`src/sv/usb_control_request_responder_assert.svh`:
```
// assertion macros used by the responder datapath
`ifndef USB_CONTROL_REQUEST_RESPONDER_ASSERT_SVH
`define USB_CONTROL_REQUEST_RESPONDER_ASSERT_SVH
`ifndef NO_ASSERTIONS
// same-cycle implication
`define USBCRR_ASSERT_IMP(lbl, clk, rst_n, ante, cons) \
  lbl: assert property (@(posedge clk) disable iff (!rst_n) (ante) |-> (cons)) \
    else $error("usbcrr check failed");
// next-cycle implication
`define USBCRR_ASSERT_NXT(lbl, clk, rst_n, ante, cons) \
  lbl: assert property (@(posedge clk) disable iff (!rst_n) (ante) |=> (cons)) \
    else $error("usbcrr check failed");
`else
`define USBCRR_ASSERT_IMP(lbl, clk, rst_n, ante, cons)
`define USBCRR_ASSERT_NXT(lbl, clk, rst_n, ante, cons)
`endif
`endif

```
`src/sv/usbcrr_pkg.sv`:
```
`default_nettype none
package usbcrr_pkg;

  // ep0 max packet size reported in the device descriptor
  localparam int MAX_PACKET = 64;

  localparam int CFG_IDX_W = 1;
  localparam logic [CFG_IDX_W-1:0] REG_VENDOR_ID  = 1'd0;
  localparam logic [CFG_IDX_W-1:0] REG_PRODUCT_ID = 1'd1;

  // {bRequest, bmRequestType}
  localparam logic [15:0] REQ_GET_DESCRIPTOR = 16'h0680;
  localparam logic [15:0] REQ_SET_ADDRESS    = 16'h0500;
  localparam logic [15:0] REQ_SET_CONFIG     = 16'h0900;
  localparam logic [15:0] REQ_GET_CONFIG     = 16'h0880;
  localparam logic [15:0] REQ_GET_STATUS     = 16'h0080;
  localparam logic [15:0] REQ_GET_INTERFACE  = 16'h0a81;
  localparam logic [15:0] REQ_SET_INTERFACE  = 16'h0b01;

  localparam logic [15:0] DESC_DEVICE = 16'h0100;
  localparam logic [15:0] DESC_CONFIG = 16'h0200;
  localparam logic [15:0] ADDR_LIMIT  = 16'd128;

  localparam logic [5:0] DEV_LEN = 6'd18;
  localparam logic [5:0] CFG_LEN = 6'd32;

  typedef enum logic [2:0] {
    ACT_DATA  = 3'd0,
    ACT_EMPTY = 3'd1,
    ACT_ACK   = 3'd2,
    ACT_STALL = 3'd3,
    ACT_RESET = 3'd4
  } action_t;

  localparam logic [7:0] CFG_DESC [32] = '{
    8'd9, 8'd2, 8'd32, 8'd0, 8'd1, 8'd1, 8'd0, 8'h80, 8'd50,
    8'd9, 8'd4, 8'd0, 8'd0, 8'd2, 8'hff, 8'd0, 8'd0, 8'd0,
    8'd7, 8'd5, 8'h01, 8'd2, 8'd64, 8'd0, 8'd0,
    8'd7, 8'd5, 8'h82, 8'd2, 8'd64, 8'd0, 8'd0
  };

  function automatic logic [7:0] dev_desc_byte(input logic [4:0] idx,
                                               input logic [15:0] vid,
                                               input logic [15:0] pid);
    logic [7:0] b;
    b = 8'd0;
    case (idx)
      5'd0:    b = 8'd18;
      5'd1:    b = 8'd1;
      5'd3:    b = 8'd2;
      5'd7:    b = 8'(MAX_PACKET);
      5'd8:    b = vid[7:0];
      5'd9:    b = vid[15:8];
      5'd10:   b = pid[7:0];
      5'd11:   b = pid[15:8];
      5'd13:   b = 8'd1;
      5'd17:   b = 8'd1;
      default: b = 8'd0;
    endcase
    return b;
  endfunction

  typedef struct packed {
    logic load;
    logic emit;
  } ctrl_cmd_t;

  typedef struct packed {
    logic out_free;
    logic last_result;
  } dp_status_t;

endpackage
`default_nettype wire

```
`src/sv/usb_control_request_responder.sv`:
```
`default_nettype none
// control endpoint responder for usb standard requests. each input item is a
// setup packet (in_func 0) or a bus reset / detach event (in_func 1). a setup
// item is answered with a run of result items: descriptor or status bytes one
// per item (action 0, cut to wLength), or a single empty packet, status ack or
// stall; a bus reset answers with one reset-done item. out_last marks the
// final result of each input item, out_configured_now carries the configured
// flag as it stands after the item and out_pipes_reset flags set
// configuration and bus reset. the item is captured, then its results follow
// as the output register frees up, paced by the single byte counter stepping
// through the reply. the next item is taken once the last result has moved
// into the output register, which lets the consumer stall without holding
// up capture. vendor and product ids are written through the cfg port (index
// 0 vendor, 1 product); the user must do so only while idle, not enforced here.
module usb_control_request_responder (
  input  wire logic                             clk,
  input  wire logic                             rst_n,
  // config writes
  input  wire logic                             cfg_wr_en,
  input  wire logic [usbcrr_pkg::CFG_IDX_W-1:0] cfg_index,
  input  wire logic [15:0]                      cfg_wdata,
  // setup / bus event items
  input  wire logic                             in_valid,
  output logic                                  in_ready,
  input  wire logic                             in_func,
  input  wire logic [7:0]                       in_request_type,
  input  wire logic [7:0]                       in_request_code,
  input  wire logic [15:0]                      in_setup_value,
  input  wire logic [15:0]                      in_setup_index,
  input  wire logic [15:0]                      in_setup_length,
  // result items
  output logic                                  out_valid,
  input  wire logic                             out_ready,
  output logic [2:0]                            out_action,
  output logic [7:0]                            out_data_byte,
  output logic                                  out_last,
  output logic                                  out_configured_now,
  output logic                                  out_pipes_reset
);

  // command and status between sequencer and datapath
  usbcrr_pkg::ctrl_cmd_t  cmd;
  usbcrr_pkg::dp_status_t status;

  // sequencer: idle waits for an item, send walks the results
  usbcrr_ctrl u_ctrl (
    .clk      (clk),
    .rst_n    (rst_n),
    .in_valid (in_valid),
    .in_ready (in_ready),
    .status   (status),
    .cmd      (cmd)
  );

  // datapath: request decode, byte counter, descriptor rom, output register
  usbcrr_dp u_dp (
    .clk                (clk),
    .rst_n              (rst_n),
    .cfg_wr_en          (cfg_wr_en),
    .cfg_index          (cfg_index),
    .cfg_wdata          (cfg_wdata),
    .in_func            (in_func),
    .in_request_type    (in_request_type),
    .in_request_code    (in_request_code),
    .in_setup_value     (in_setup_value),
    .in_setup_index     (in_setup_index),
    .in_setup_length    (in_setup_length),
    .cmd                (cmd),
    .status             (status),
    .out_valid          (out_valid),
    .out_ready          (out_ready),
    .out_action         (out_action),
    .out_data_byte      (out_data_byte),
    .out_last           (out_last),
    .out_configured_now (out_configured_now),
    .out_pipes_reset    (out_pipes_reset)
  );

endmodule
`default_nettype wire

```
`src/sv/usbcrr_ctrl.sv`:
```
`default_nettype none
module usbcrr_ctrl (
  input  wire logic                  clk,
  input  wire logic                  rst_n,
  input  wire logic                  in_valid,
  output logic                       in_ready,
  input  wire usbcrr_pkg::dp_status_t status,
  output usbcrr_pkg::ctrl_cmd_t      cmd
);

  typedef enum logic {
    ST_IDLE,
    ST_SEND
  } state_t;

  state_t state_r;

  assign in_ready = (state_r == ST_IDLE);
  assign cmd.load = in_valid && (state_r == ST_IDLE);
  assign cmd.emit = (state_r == ST_SEND) && status.out_free;

  always_ff @(posedge clk) begin
    if (!rst_n) begin
      state_r <= ST_IDLE;
    end else begin
      unique case (state_r)
        ST_IDLE: begin
          if (in_valid) state_r <= ST_SEND;
        end
        ST_SEND: begin
          if (cmd.emit && status.last_result) state_r <= ST_IDLE;
        end
        default: state_r <= ST_IDLE;
      endcase
    end
  end

endmodule
`default_nettype wire

```
`src/sv/usbcrr_dp.sv`:
```
`default_nettype none
`include "usb_control_request_responder_assert.svh"
module usbcrr_dp (
  input  wire logic                                clk,
  input  wire logic                                rst_n,
  input  wire logic                                cfg_wr_en,
  input  wire logic [usbcrr_pkg::CFG_IDX_W-1:0]    cfg_index,
  input  wire logic [15:0]                         cfg_wdata,
  input  wire logic                                in_func,
  input  wire logic [7:0]                          in_request_type,
  input  wire logic [7:0]                          in_request_code,
  input  wire logic [15:0]                         in_setup_value,
  input  wire logic [15:0]                         in_setup_index,
  input  wire logic [15:0]                         in_setup_length,
  input  wire usbcrr_pkg::ctrl_cmd_t               cmd,
  output usbcrr_pkg::dp_status_t                   status,
  output logic                                     out_valid,
  input  wire logic                                out_ready,
  output logic [2:0]                               out_action,
  output logic [7:0]                               out_data_byte,
  output logic                                     out_last,
  output logic                                     out_configured_now,
  output logic                                     out_pipes_reset
);

  logic [15:0] vendor_id_r, product_id_r;
  logic        configured_r, configured_nxt;
  logic [5:0]  byte_cnt_r, byte_cnt_nxt;

  // captured setup item
  logic        func_r;
  logic [15:0] req_r, value_r, index_r, length_r;

  // output register
  logic                 out_valid_r;
  usbcrr_pkg::action_t  action_r;
  logic [7:0]           data_byte_r;
  logic                 last_r, configured_now_r, pipes_reset_r;

  // decode
  logic get_dev, get_cfg, set_addr, set_cfg, get_conf, get_stat, get_if, set_if;
  logic is_data, plain_ok;
  logic [5:0] desc_size, desc_n, reply_n;
  logic last_result;
  usbcrr_pkg::action_t act;
  logic [7:0] reply_byte;

  always_comb begin
    plain_ok = (value_r == 16'd0) && (index_r == 16'd0);
    get_dev  = !func_r && (req_r == usbcrr_pkg::REQ_GET_DESCRIPTOR)
               && (index_r == 16'd0) && (value_r == usbcrr_pkg::DESC_DEVICE);
    get_cfg  = !func_r && (req_r == usbcrr_pkg::REQ_GET_DESCRIPTOR)
               && (index_r == 16'd0) && (value_r == usbcrr_pkg::DESC_CONFIG);
    set_addr = !func_r && (req_r == usbcrr_pkg::REQ_SET_ADDRESS)
               && (value_r < usbcrr_pkg::ADDR_LIMIT) && (index_r == 16'd0)
               && (length_r == 16'd0);
    set_cfg  = !func_r && (req_r == usbcrr_pkg::REQ_SET_CONFIG)
               && (value_r <= 16'd1) && (index_r == 16'd0) && (length_r == 16'd0);
    get_conf = !func_r && (req_r == usbcrr_pkg::REQ_GET_CONFIG) && plain_ok
               && (length_r == 16'd1);
    get_stat = !func_r && (req_r == usbcrr_pkg::REQ_GET_STATUS) && plain_ok
               && (length_r == 16'd2);
    get_if   = !func_r && (req_r == usbcrr_pkg::REQ_GET_INTERFACE) && plain_ok
               && (length_r == 16'd1) && configured_r;
    set_if   = !func_r && (req_r == usbcrr_pkg::REQ_SET_INTERFACE) && plain_ok
               && (length_r == 16'd0) && configured_r;
    is_data  = get_dev || get_cfg || get_conf || get_stat || get_if;

    // descriptor replies are cut to wLength
    desc_size = get_cfg ? usbcrr_pkg::CFG_LEN : usbcrr_pkg::DEV_LEN;
    desc_n    = (length_r < {10'd0, desc_size}) ? length_r[5:0] : desc_size;
    priority if (get_dev || get_cfg) begin
      reply_n = desc_n;
    end else if (get_stat) begin
      reply_n = 6'd2;
    end else begin
      reply_n = 6'd1;
    end

    priority if (func_r) begin
      act = usbcrr_pkg::ACT_RESET;
    end else if (is_data) begin
      act = (reply_n == 6'd0) ? usbcrr_pkg::ACT_EMPTY : usbcrr_pkg::ACT_DATA;
    end else if (set_addr || set_cfg || set_if) begin
      act = usbcrr_pkg::ACT_ACK;
    end else begin
      act = usbcrr_pkg::ACT_STALL;
    end

    last_result = (act != usbcrr_pkg::ACT_DATA) || (byte_cnt_r + 6'd1 == reply_n);

    priority if (act != usbcrr_pkg::ACT_DATA) begin
      reply_byte = 8'd0;
    end else if (get_dev) begin
      reply_byte = usbcrr_pkg::dev_desc_byte(byte_cnt_r[4:0], vendor_id_r, product_id_r);
    end else if (get_cfg) begin
      reply_byte = usbcrr_pkg::CFG_DESC[byte_cnt_r[4:0]];
    end else if (get_conf) begin
      reply_byte = {7'd0, configured_r};
    end else begin
      reply_byte = 8'd0;
    end

    priority if (func_r) begin
      configured_nxt = 1'b0;
    end else if (set_cfg) begin
      configured_nxt = value_r[0];
    end else begin
      configured_nxt = configured_r;
    end

    byte_cnt_nxt = last_result ? 6'd0 : byte_cnt_r + 6'd1;
  end

  assign status.out_free    = !out_valid_r || out_ready;
  assign status.last_result = last_result;

  always_ff @(posedge clk) begin
    if (!rst_n) begin
      vendor_id_r  <= 16'hffff;
      product_id_r <= 16'hffff;
      configured_r <= 1'b0;
      byte_cnt_r   <= 6'd0;
      out_valid_r  <= 1'b0;
    end else begin
      if (cfg_wr_en) begin
        unique case (cfg_index)
          usbcrr_pkg::REG_VENDOR_ID:  vendor_id_r  <= cfg_wdata;
          usbcrr_pkg::REG_PRODUCT_ID: product_id_r <= cfg_wdata;
          default: ;
        endcase
      end
      if (cmd.load) begin
        byte_cnt_r <= 6'd0;
      end else if (cmd.emit) begin
        byte_cnt_r <= byte_cnt_nxt;
        if (last_result) configured_r <= configured_nxt;
      end
      if (cmd.emit) begin
        out_valid_r <= 1'b1;
      end else if (out_ready) begin
        out_valid_r <= 1'b0;
      end
    end
  end

  always_ff @(posedge clk) begin
    if (cmd.load) begin
      func_r   <= in_func;
      req_r    <= {in_request_code, in_request_type};
      value_r  <= in_setup_value;
      index_r  <= in_setup_index;
      length_r <= in_setup_length;
    end
    if (cmd.emit) begin
      action_r         <= act;
      data_byte_r      <= reply_byte;
      last_r           <= last_result;
      configured_now_r <= configured_nxt;
      pipes_reset_r    <= func_r || set_cfg;
    end
  end

  assign out_valid          = out_valid_r;
  assign out_action         = action_r;
  assign out_data_byte      = data_byte_r;
  assign out_last           = last_r;
  assign out_configured_now = configured_now_r;
  assign out_pipes_reset    = pipes_reset_r;

  `USBCRR_ASSERT_IMP(a_emit_free, clk, rst_n, cmd.emit, !out_valid_r || out_ready)
  `USBCRR_ASSERT_NXT(a_cnt_clear, clk, rst_n, cmd.emit && last_result, byte_cnt_r == 6'd0)
  `USBCRR_ASSERT_NXT(a_cfg_hold, clk, rst_n, !(cmd.emit && last_result),
                     configured_r == $past(configured_r))

endmodule
`default_nettype wire
```
`config.mk`:
```
export PLATFORM = sky130hd
export DESIGN_NAME = usb_control_request_responder
export DESIGN_NICKNAME = d
export VERILOG_FILES = /design/src/sv/usbcrr_pkg.sv /design/src/sv/usb_control_request_responder.sv /design/src/sv/usbcrr_ctrl.sv /design/src/sv/usbcrr_dp.sv
export VERILOG_INCLUDE_DIRS = /design/src /design/src/sv
export SDC_FILE = /design/constraint.sdc
export NUM_CORES = 1
export LEC_CHECK = 0
export BUFFER_PORTS_ARGS = -buffer_cell sky130_fd_sc_hd__buf_2
export CORE_MARGIN = 2
export CORE_UTILIZATION = 55
export CTS_CLUSTER_SIZE = 8
export DETAILED_ROUTE_END_ITERATION = 6
export GPL_ROUTABILITY_DRIVEN = 0
export PLACE_DENSITY = 0.76
export SYNTH_ARGS = -nofsm -noshare
export SYNTH_HDL_FRONTEND = slang
export SYNTH_SLANG_ARGS = --single-unit
```
`constraint.sdc`:
```
create_clock -name clk -period 5.15 [get_ports clk]
set_input_delay 0 -clock clk [delete_from_list [all_inputs] [get_ports clk]]
set_output_delay 0 -clock clk [all_outputs]
set_load 0.02 [all_outputs]
```
After elaboration in Yosys (flattened, before gate mapping). Memories as Yosys holds them, arrays and structs flattened. Index checks and enable logic that the tools add are counted. Widths: inputs -> output; s select.

Div/mod/pow operators: 0. Mux-type cells: 22. Order comparisons: 4. Add/subtract/negate cells: 1. Shift operators: 0. Equal/unequal tests: 21. $mul: 0. Bitwise gates (word level): 5. Reductions and logical operators: 53.

Operators by type and width (number): $eq 16x12->1 const B (4); $pmux 8 s8 (1); $logic_not 16->1 (3); $eq 16x11->1 const B (2); $mux 8 (4); $logic_and 1x1->1 (30); $eq 5x4->1 const B (5); $mux 6 (4); $eq 16x1->1 const B (1); $eq 16x10->1 const B (1); $eq 16x2->1 const B (1); $eq 16x8->1 const B (1); $eq 16x9->1 const B (1); $le 16x1->1 const B (1); $lt 16x6->1 (1); $lt 16x8->1 const B (1); $logic_or 1x1->1 (9); $mux 1 (9); $add 6x1->6 const B (1); $eq 6x6->1 (1); $ge 6x6->1 const B (1); $logic_not 6->1 (1); $mux 3 (2); $not 5->6 (1); 15 further kinds (20).

Logic and storage cells: 123. Memories: 1. Latch bits: 0. Bits in registers: 120. Output and inout port bits: 16. Memory bits (read-only): 256. Input port bits: 87. RAM bits: 0.

Memories: (name not given) (depth 32, bits a word 8, rd ports 1, clocked after memory_dff 0, write ports 0, line usbcrr_dp.sv:97) `reply_byte = usbcrr_pkg::CFG_DESC[byte_cnt_r[4:0]];`.

Logic depth before layout (Yosys ltp). Gate-level depths: netlist of the first run.

Word-level depth: 17. Gate-level depth with buffers: 14. Gate-level depth less buffers: 14.

Hierarchy. Synthesis of the first run repeated with hierarchy kept, for this count alone.

Cells, all modules: 525. Area total of the unflattened synthesis: 5622.9 µm².

By module, submodules not included: usbcrr_dp (cells an instance 519, times used 1, sequential area each 3173.0 µm², area an instance 5567.8 µm²); usbcrr_ctrl (cells an instance 6, times used 1, sequential area each 20.0 µm², area an instance 55.1 µm²).

Worst setup path after synthesis of the first run. Ideal clock, no wire load.

Path type: register to register. From: register u_ctrl.state_r. To: register u_dp.byte_cnt_r[3]. Period minus slack after synthesis: 4.035 ns. Buffers on the path: 0. Required time: 5.025 ns. Cell stages (with the launch flop): 6. Data arrival time: 3.909 ns. Library setup time: 0.125 ns. Slack: 1.115 ns. Cell sequence: dfxtp_1 -> nor2b_1 -> or2b_2 -> nor2_1 -> nand2_1 -> o21ai_1.

RTL lines: start, declared (line usbcrr_ctrl.sv:16) `state_t state_r;`; start signal, assigned (line usbcrr_ctrl.sv:24) `state_r <= ST_IDLE;`; start signal, assigned (line usbcrr_ctrl.sv:28) `if (in_valid) state_r <= ST_SEND;`; start signal, assigned (line usbcrr_ctrl.sv:31) `if (cmd.emit && status.last_result) state_r <= ST_IDLE;`; end signal, assigned (line usbcrr_dp.sv:136) `byte_cnt_r <= byte_cnt_nxt;`; end, declared (line usbcrr_dp.sv:28) `logic [5:0] byte_cnt_r, byte_cnt_nxt;`.

Final worst setup path of the first run.
From: register u_dp.req_r[2]. To: register u_dp.byte_cnt_r[1].

Word-level cells in the longest chain between the ends: 15. Elaborated cells between the ends (all ways): 53. Those cells by class: order compare: 1; eq/ne: 8; mux: 9; reduce/logical: 35.

RTL lines: start, declared (line usbcrr_dp.sv:32) `logic [15:0] req_r, value_r, index_r, length_r;`; start signal, assigned (line usbcrr_dp.sv:150) `req_r <= {in_request_code, in_request_type};`; $eq 16x11->1 (line usbcrr_dp.sv:50, usbcrr_dp.sv:52); $logic_and 1x1->1 (line usbcrr_dp.sv:50, usbcrr_dp.sv:52); $logic_and 1x1->1 (line usbcrr_dp.sv:51, usbcrr_dp.sv:53); $logic_and 1x1->1 (line usbcrr_dp.sv:53) `&& (index_r == 16'd0) && (value_r == usbcrr_pkg::DESC_CONFIG);`; $mux 6 (line usbcrr_dp.sv:70) `desc_size = get_cfg ? usbcrr_pkg::CFG_LEN : usbcrr_pkg::DEV_LEN;`; $lt 16x6->1 (line usbcrr_dp.sv:71) `desc_n = (length_r < {10'd0, desc_size}) ? length_r[5:0] : desc_size;`; $mux 6 (line usbcrr_dp.sv:71); $mux 6 (line usbcrr_dp.sv:72) `priority if (get_dev || get_cfg) begin`; $logic_not 6->1 (line usbcrr_dp.sv:83) `act = (reply_n == 6'd0) ? usbcrr_pkg::ACT_EMPTY : usbcrr_pkg::ACT_DATA;`; $mux 1 (line usbcrr_dp.sv:83); $mux 3 (line usbcrr_dp.sv:82) `end else if (is_data) begin`; $mux 3 (line usbcrr_dp.sv:80) `priority if (func_r) begin`; $reduce_bool 3->1 (line usbcrr_dp.sv:90) `last_result = (act != usbcrr_pkg::ACT_DATA) || (byte_cnt_r + 6'd1 == reply_n);`; $logic_or 1x1->1 (*) (line usbcrr_dp.sv:90); $mux 6 (*) (line usbcrr_dp.sv:112) `byte_cnt_nxt = last_result ? 6'd0 : byte_cnt_r + 6'd1;`.

Mark *: on every way between the ends. The rest lies on a longest branch, timed or not. A chain may end at the register's enable or synchronous reset.

==> results.md, run 1 <==
* Crit path arrival time at 5040 ps
* FF-to-FF End: u_dp.byte_cnt_r[1]$_SDFFE_PP0P_
* Die Y at 104 µm
* Clk sinks at 120
* Worst Setup Path Type: register to register
* Clock insertion delay at the later pin of the skew report at 530 ps
* Setup_tns at 0 ps
* CTS H-tree depth at 4
* Clk root buf: clkbuf_8
* Largest net degree at the start of global routing at 67
* All-Layer GR Usage at 0.304
* Status: finished clean
* Vias in the first global route at 5,046
* Yosys warning count at 0
* R2r setup slk at 510 ps
* Post-Place Cells at 736
* Die width at 104 µm
* Initial drt markers at 727
* P per Cell Area at 335 nW/µm²
* Number of port buffers at 102
* Peak VDD IR at 301 µV
* Final Max Tran Viols at 0
* Synthesized area per cell at 10.6 µm²
* Routed wire length at 15,700 µm
* Final period util at 0.901
* Pre-CTS WS at 593 ps
* Syn Inst Count at 520
* Top_reg_cell synth: edfxtp_1
* Critical Path RT at 5550 ps
* Setup Viol. Count Final at 0
* Number of max-cap violations at 0
* CTS resizes at 0
* Actual slew at the worst max-slew pin at 1190 ps
* Worst Setup SP: u_dp.req_r[2]$_DFFE_PP_
* Clock Path Buffers at 2
* Final ANT Viol Nets at 0
* Number of synthesized register bits at 120
* Ratio of cells with drive above 1 in the final layout at 0.222
* Rel. slew slack at 0.205
* Initial Utilization at 0.564
* RSZ-0062 raised after global routing: false
* Mapped Area at 5490 µm²
* Synth async-reset ratio at 0
* Initial antenna violation count at 2
* Clock Skews at 12.0 ps
* CTS buffer count at 17
* Synthesized net count at 615
* Layout area overhead at 37.5%
* # rows at 36
* Sequential area share after synthesis at 0.581
* Top post-synthesis cells by area: edfxtp_1, dfxtp_1, nand2_1
* Mean number of vias per cell at 5.97
* Core Area at 9730 µm²
* Crit-path max FO at 6
* Via count at 5,114
* Minimum clock period at 4640 ps
* Die area at 10,800 µm²
* Drt first pass iters at 7
* Final cell count without fillers at 857
* Post-route DRC at 0
* Final Hold Viols at 0
* Design area at 7550 µm²
* CP Capture Type: register
* Post-synth top area share at 0.432
* Number of flops mapped to enable cells by yosys at 79
* Hold Path Class: input port to register
* Placed inst area at 6080 µm²
* Final setup margin at 509 ps
* Reg2reg start: u_dp.req_r[2]$_DFFE_PP_
* Reg clk slew, reported paths at 60 ps
* First-pass GRT wire length at 25,600 µm
* Cells on worst reg2reg path at 13
* Average wire per standard cell at 18.4 µm
* Netlist cell types at 66
* Startpoint type of the worst setup path: register
* FMAX at 215 MHz
* GR Overflow Total at 0
* DP HPWL at 9130 µm
* Pleak at 2.88 nW
* Yosys top cell by area: edfxtp_1
* Post-layout nets at 804
* CTS tree: yes
* IO Pins at 103
* Setup crit end: u_dp.byte_cnt_r[1]$_SDFFE_PP0P_
[critical path: stages, from the launching register on]
cell and delay, ps:
edfxtp_1 370, nor4_1 640, nand4_1 320, nor4_1 550, nand2_1 200, ha_1 390
a21oi_1 220, or4b_2 670, or3b_1 370, nand3_1 100, xnor2_1 140, nand4_2 160
o211ai_2 290, o21ai_1 120
[power breakdown]
| part | internal [mW] | leakage (nW) | switching, mW |
|---|---|---|---|
| Clock | 0.736 | 0.276 | 0.446 |
| Combinational | 0.105 | 1.51 | 0.110 |
| Sequential | 1.10 | 1.09 | 0.0347 |
[cell usage after synthesis (all sizes together), types with 2 or more instances]
master / number
nand2: 93
edfxtp: 79
nand3: 46
dfxtp: 41
nor2: 30
a21oi: 25
o21ai: 24
clkbuf: 21
nor4: 19
nand4: 11
nor3: 11
ha: 8
inv: 8
nand2b: 7
xnor2: 6
a222oi: 5
and3: 5
mux2i: 5
nor2b: 5
or4: 5
a31oi: 4
o211ai: 4
or2: 4
or3: 4
a22oi: 3
and2b: 3
nand4b: 3
or2b: 3
xor2: 3
a211oi: 2
a221oi: 2
a31o: 2
clkinv: 2
nor3b: 2
o21a: 2
o311ai: 2
or4b: 2
[cell usage in the layout, fill, tap and decap left out, types with 4 or more instances in the layout]
cell and count:
buf_2 102, nand2_1 93, dlygate4sd3_1 87, edfxtp_1 79, nand3_1 46, dfxtp_1 41, nor2_1 30, a21oi_1 25
nor4_1 19, o21ai_0 17, clkbuf_16 16, nor3_1 11, nand4_1 10, inv_1 8, ha_1 8, nand2b_1 7
xnor2_1 6, o21ai_1 6, mux2i_1 5, and3_1 5, a222oi_1 5, or2_2 4, nor2b_1 4, a31oi_1 4
clkinv_1 4, clkinvlp_4 4
[flip-flops by register name (all words and copies together) (netlist names)]
register / count
u_ctrl.state_r: 1
u_dp.byte_cnt_r: 6
u_dp.configured_r: 1
u_dp.func_r: 1
u_dp.index_r: 16
u_dp.length_r: 16
u_dp.out_action: 3
u_dp.out_configured_now: 1
u_dp.out_data_byte: 8
u_dp.out_last: 1
u_dp.out_pipes_reset: 1
u_dp.out_valid: 1
u_dp.product_id_r: 16
u_dp.req_r: 16
u_dp.value_r: 16
u_dp.vendor_id_r: 16
[through the flow]
step,total power [mW],hold WS [ps],utilization
after floorplan,1.23,98.9,-
after global placement,1.30,176,0.625
after detailed placement,1.31,178,0.625
after CTS,2.52,31.6,0.775
after global routing,2.61,107,0.776
final,2.53,90.4,0.776
[how the worst min path moves through the flow]
stage | end | depth (start not counted) | from | slack (ps)
finish | u_dp.vendor_id_r[13]$_SDFFE_PN1P_ | 4 | cfg_index | 90
global route | u_dp.vendor_id_r[1]$_SDFFE_PN1P_ | 4 | cfg_index | 110
CTS | u_dp.vendor_id_r[2]$_SDFFE_PN1P_ | 4 | cfg_index | 30
detailed placement | u_dp.index_r[1]$_DFFE_PP_ | 1 | in_setup_index[1] | 180
global placement | u_dp.index_r[14]$_DFFE_PP_ | 1 | in_setup_index[14] | 180
floorplan | u_dp.func_r$_DFFE_PP_ | 0 | in_func | 100
[what timing repair did]
item / 4_1_cts / 5_1_grt
endpoints found under the hold margin: 99 / 0
buffers inserted: 0 / 0
hold buffers: 87 / 0
[per-layer routing]
layer	part of all wire	vias up	track usage
met5	0	-	0
met3	0.10	60	0.0714
met2	0.50	360	0.506
met1	0.37	2369	0.386
li1	-	2325	-
met4	0.031	0	0.118
[layout make-up]
cell class	count	area (µm²)
sequential	120	3190
fill	630	2180
multi-input combinational	369	2160
timing repair buffer	191	1400
clock buffer	17	414
clock inverter	15	176
tap	133	166
inverter	10	37.5
antenna	2	5.00
[kinds of logic (layout without fill, tap and decap cells)]
kind of cell	Yosys count	after routing	synth area share
fa+ha+maj	8	8	0.0182
compound gates	88	88	0.108
flops	120	120	0.581
simple gates	258	258	0.238
other cells	0	2	0
xor+xnor	9	9	0.0144
mux	6	6	0.0132
buf+inv	31	233	0.0267
Power figures use the tool's default switching activity.
==> run 2: changes to the inputs <==
- CORE_MARGIN: 2 -> 5
- CTS_BUF_LIST: default -> sky130_fd_sc_hd__clkbuf_16
==> results.md, run 2 (synthesized netlist as in run 1, its figures left out) <==
* Fillers at 643
* Number of max-cap violations at 0
* Post-Place Cells at 736
* Status: finished clean
* Die width at 110 µm
* Crit-path max FO at 6
* RSZ-0062 raised after global routing: false
* Final Hold Viols at 0
* Post-layout util at 0.768
* Sequential power share at 0.441
* IO Pins at 103
* P per Cell Area at 343 nW/µm²
* Ratio of cells with drive above 1 in the final layout at 0.223
* Placed inst area at 6080 µm²
* Pre-CTS WS at 578 ps
* Final ANT Viol Nets at 0
* Reg clk slew, reported paths at 60 ps
* Crit path arrival time at 5230 ps
* Setup Viol. Count Final at 0
* Core Area at 9770 µm²
* CP Capture Type: register
* Post-layout nets at 799
* CTS tree: yes
* Setup_tns at 0 ps
* Drt first pass iters at 7
* Clk sinks at 120
* Internal at 1.96 mW
* Worst Setup Path Type: register to register
* Clock Path Buffers at 2
* First-pass GRT wire length at 25,300 µm
* Final period util at 0.959
* Clock power frac at 0.476
* FMAX at 202 MHz
* Die area at 12,100 µm²
* Routed wire length at 16,400 µm
* Initial Utilization at 0.562
* Startpoint type of the worst setup path: register
* Number of port buffers at 102
* Most frequent cells in the layout: buf_2, nand2_1, dlygate4sd3_1
* Gate power share at 0.082
* Initial drt markers at 676
* GR met2 Demand/Resource at 0.483
* CTS H-tree depth at 4
* Minimum clock period at 4940 ps
* Final cell count without fillers at 850
* Hold WS at 30.4 ps
* Multi-input gate area in the final layout at 2160 µm²
* Busiest grt layer: met2
* Post-route DRC at 0
* Power, Total at 2.57 mW
* NetSw at 0.608 mW
* Commonest non-fill, non-tap cell in the layout: buf_2
* Peak VDD IR at 254 µV
* Actual slew at the worst max-slew pin at 1160 ps
* Via count at 5,116
* Final Max Tran Viols at 0
* Switching part of the total at 0.236
* Initial antenna violation count at 0
* Rel. slew slack at 0.218
* M3 GR Usage at 0.0575
* Design area at 7510 µm²
* Layout area overhead at 36.7%
* Met1 Usage GRT at 0.344
* Final setup margin at 211 ps
* Clock Skews at 11.3 ps
* Largest net degree at the start of global routing at 67
* # rows at 36
* Mean number of vias per cell at 6.02
* Critical Path RT at 5440 ps
* GR Overflow Total at 0
* Average wire per standard cell at 19.3 µm
* DP HPWL at 9330 µm
* Vias in the first global route at 4,912
* CTS resizes at 0
* Pleak at 2.88 nW
* CTS buffer count at 17
* Clock insertion delay at the later pin of the skew report at 420 ps
* Hold Path Class: input port to register
* Reg area at 3190 µm²
* Antenna cell count at 0
* Clk root buf: clkbuf_16
* All-Layer GR Usage at 0.283
* Die Y at 110 µm
-- run 2: cell types whose count changed in the layout (fill, tap and decap cells not counted), sizes merged --
| cell | previous run | this run |
|---|---|---|
| dlygate4sd3 | 87 | 82 |
| clkinv | 8 | 10 |
| clkinvlp | 4 | 2 |
| diode | 2 | 0 |
-- run 2: area by class of cell --
class	instances	share of cell area
Sequential cell	120	0.425
Multi-Input combinational cell	369	0.288
Timing Repair Buffer	186	0.179
Clock buffer	17	0.0567
Clock inverter	15	0.0237
Tap cell	133	0.0222
Inverter	10	0.00500
-- run 2: critical path, cell delays in order, from the launching register on --
cell,delay [ps]
edfxtp_1,380
nor4_1,670
nand4_1,320
nor4_1,620
nand2_1,220
ha_1,400
a21oi_1,250
or4b_2,680
nor3_1,270
o21ai_0,170
xnor2_1,230
nand4_2,160
o211ai_2,310
o21ai_1,100
-- run 2: timing repair --
| action | CTS | global route |
|---|---|---|
| hold buffers | 82 | 0 |
| hold endpoints to repair | 98 | 0 |
| buffers inserted | 0 | 0 |
-- run 2: worst paths after layout --
path / endpoint / slack (ps) / start / depth (start not counted)
max: u_dp.byte_cnt_r[0]$_SDFFE_PP0P_ / 210 / u_dp.req_r[2]$_DFFE_PP_ / 13
min: u_dp.out_valid$_SDFFE_PN0P_ / 30 / out_ready / 3
min reg2reg: u_dp.vendor_id_r[3]$_SDFFE_PN1P_ / 470 / u_dp.vendor_id_r[3]$_SDFFE_PN1P_ / 2
max reg2reg: u_dp.byte_cnt_r[0]$_SDFFE_PP0P_ / 210 / u_dp.req_r[2]$_DFFE_PP_ / 13
-- run 2: layer usage --
| metal | share of wire | vias up |
|---|---|---|
| met5 | 0 | - |
| li1 | - | 2314 |
| met3 | 0.097 | 58 |
| met1 | 0.37 | 2409 |
| met2 | 0.51 | 335 |
| met4 | 0.032 | 0 |
-- run 2: power by group through the flow --
stage          logic (mW)  registers (mW)  clock network, mW
2_1_floorplan      0.0795            1.16                  0
3_3_place_gp        0.151            1.15                  0
3_5_place_dp        0.155            1.15                  0
4_1_cts             0.204            1.13               1.21
5_1_grt             0.229            1.14               1.27
6_report            0.212            1.13               1.22
==> run 3: changes to the inputs <==
- RECOVER_POWER: default -> 50
==> results.md, run 3 (synthesized netlist as in run 1, its figures left out) <==
* Post-layout util at 0.764
* Ratio of cells with drive above 1 in the final layout at 0.176
* Crit-path max FO at 6
* Vias in the first global route at 4,912
* Die area at 12,100 µm²
* Initial Utilization at 0.562
* Largest net degree at the start of global routing at 67
* First-pass GRT wire length at 25,300 µm
* Drt first pass iters at 7
* Antenna cell count at 0
* Crit path arrival time at 5160 ps
* Die Y at 110 µm
* CTS tree: yes
* R2r setup slk at 280 ps
* Die width at 110 µm
* Number of max-cap violations at 0
* # rows at 36
* Pleak at 2.79 nW
* Startpoint type of the worst setup path: register
* Number of port buffers at 102
* Final Max Tran Viols at 0
* Critical Path RT at 5440 ps
* Reg area at 3190 µm²
* Most frequent cells in the layout: nand2_1, dlygate4sd3_1, edfxtp_1
* Setup_tns at 0 ps
* All-Layer GR Usage at 0.283
* Reg clk slew, reported paths at 60 ps
* CP Capture Type: register
* Worst Setup Path Type: register to register
* Core Area at 9770 µm²
* Final Hold Viols at 0
* Post-route DRC at 7
* Peak VDD IR at 252 µV
* Routed wire length at 16,400 µm
* Mean number of vias per cell at 5.98
* CP peak stage delay at 680 ps
* CTS buffer count at 17
* Layout area overhead at 35.9%
* Critical-path cell list: nor4_1, nand4_1, nor4_1, nand2_1, ha_1, a21oi_1, or4b_2, nor3_1, o21ai_0, xnor2_1, nand4_2, o211ai_2, o21ai_1
* Fillers at 668
* Most common cell type on the critical path: nor4_1
* Multi-input gate area in the final layout at 2160 µm²
* DP HPWL at 9330 µm
* Clk root buf: clkbuf_16
* Rel. slew slack at 0.238
* Hold depth at 3
* Clk sinks at 120
* Setup Viol. Count Final at 0
* Clock Skews at 13.3 ps
* Initial drt markers at 687
* CTS resizes at 0
* FMAX at 205 MHz
* P per Cell Area at 344 nW/µm²
* Status: complete, but fails checks
* Minimum clock period at 4870 ps
* Clock insertion delay at the later pin of the skew report at 420 ps
* Average wire per standard cell at 19.3 µm
* Final period util at 0.945
* Critical path's top delay family: simple AND/OR/NAND/NOR gates
* Violated checks: design-rule violations
* Hold Path Class: input port to register
* Cells on worst reg2reg path at 13
* Slowest CP cell: or4b_2
* Buf/Inv on CP at 0
* RSZ-0062 raised after global routing: false
* Final ANT Viol Nets at 0
* Post-layout nets at 799
* Clock Path Buffers at 2
* GR Overflow Total at 0
* CTS H-tree depth at 4
* Actual slew at the worst max-slew pin at 1130 ps
* IO Pins at 103
* Initial antenna violation count at 0
* Commonest non-fill, non-tap cell in the layout: nand2_1
* Via count at 5,087
* Crit path depth at 13
==> run 3: per-stage QoR <==
step	setup WS [ps]	area, µm²	total power, mW	hold slack, ps	cells
final	283	7460	2.57	39.9	850
after global routing	23.2	7460	2.64	72.2	850
after CTS	557	7510	2.54	39.1	850
after detailed placement	578	6080	1.31	178	736
after global placement	867	6080	1.30	177	736
after floorplan	1120	5490	1.23	98.9	520
==> run 3: final timing paths <==
| kind | from | to |
|---|---|---|
| min reg2reg | u_dp.vendor_id_r[3]$_SDFFE_PN1P_ | u_dp.vendor_id_r[3]$_SDFFE_PN1P_ |
| max reg2reg | u_dp.req_r[2]$_DFFE_PP_ | u_dp.byte_cnt_r[0]$_SDFFE_PP0P_ |
| max | u_dp.req_r[2]$_DFFE_PP_ | u_dp.byte_cnt_r[0]$_SDFFE_PP0P_ |
| min | out_ready | u_dp.out_valid$_SDFFE_PN0P_ |
==> run 3: area by class of cell <==
| type | count | share of cell area |
|---|---|---|
| clock inverters | 15 | 0.0238 |
| well taps | 133 | 0.0223 |
| inverters | 10 | 0.00503 |
| multi-input cells | 369 | 0.289 |
| clock buffers | 17 | 0.0570 |
| flip-flops and latches | 120 | 0.428 |
| repair buffers | 186 | 0.175 |
==> run 3: tightest hold or removal path: cells and delay by family <==
| family | cells | cell delay, ps |
|---|---|---|
| simple gates | 1 | 220 |
| compound gates | 1 | 120 |
| buf+inv | 1 | 100 |
==> run 3: repair_timing <==
item,4_1_cts,5_1_grt
setup buffers,0,0
hold endpoints to repair,98,0
hold buffers,82,0
==> run 3: per-layer routing <==
layer,vias to the layer above,GRT usage,part of all wire
li1,2314,-,-
met1,2395,0.344,0.37
met2,313,0.483,0.50
met3,65,0.0575,0.089
met4,0,0.126,0.035
met5,-,0,0
==> run 3: report_power, final <==
group,leakage (nW),total [mW],switching [mW],internal (mW)
Sequential,1.09,1.14,0.0352,1.10
Clock,0.290,1.22,0.463,0.762
Combinational,1.41,0.209,0.111,0.0978
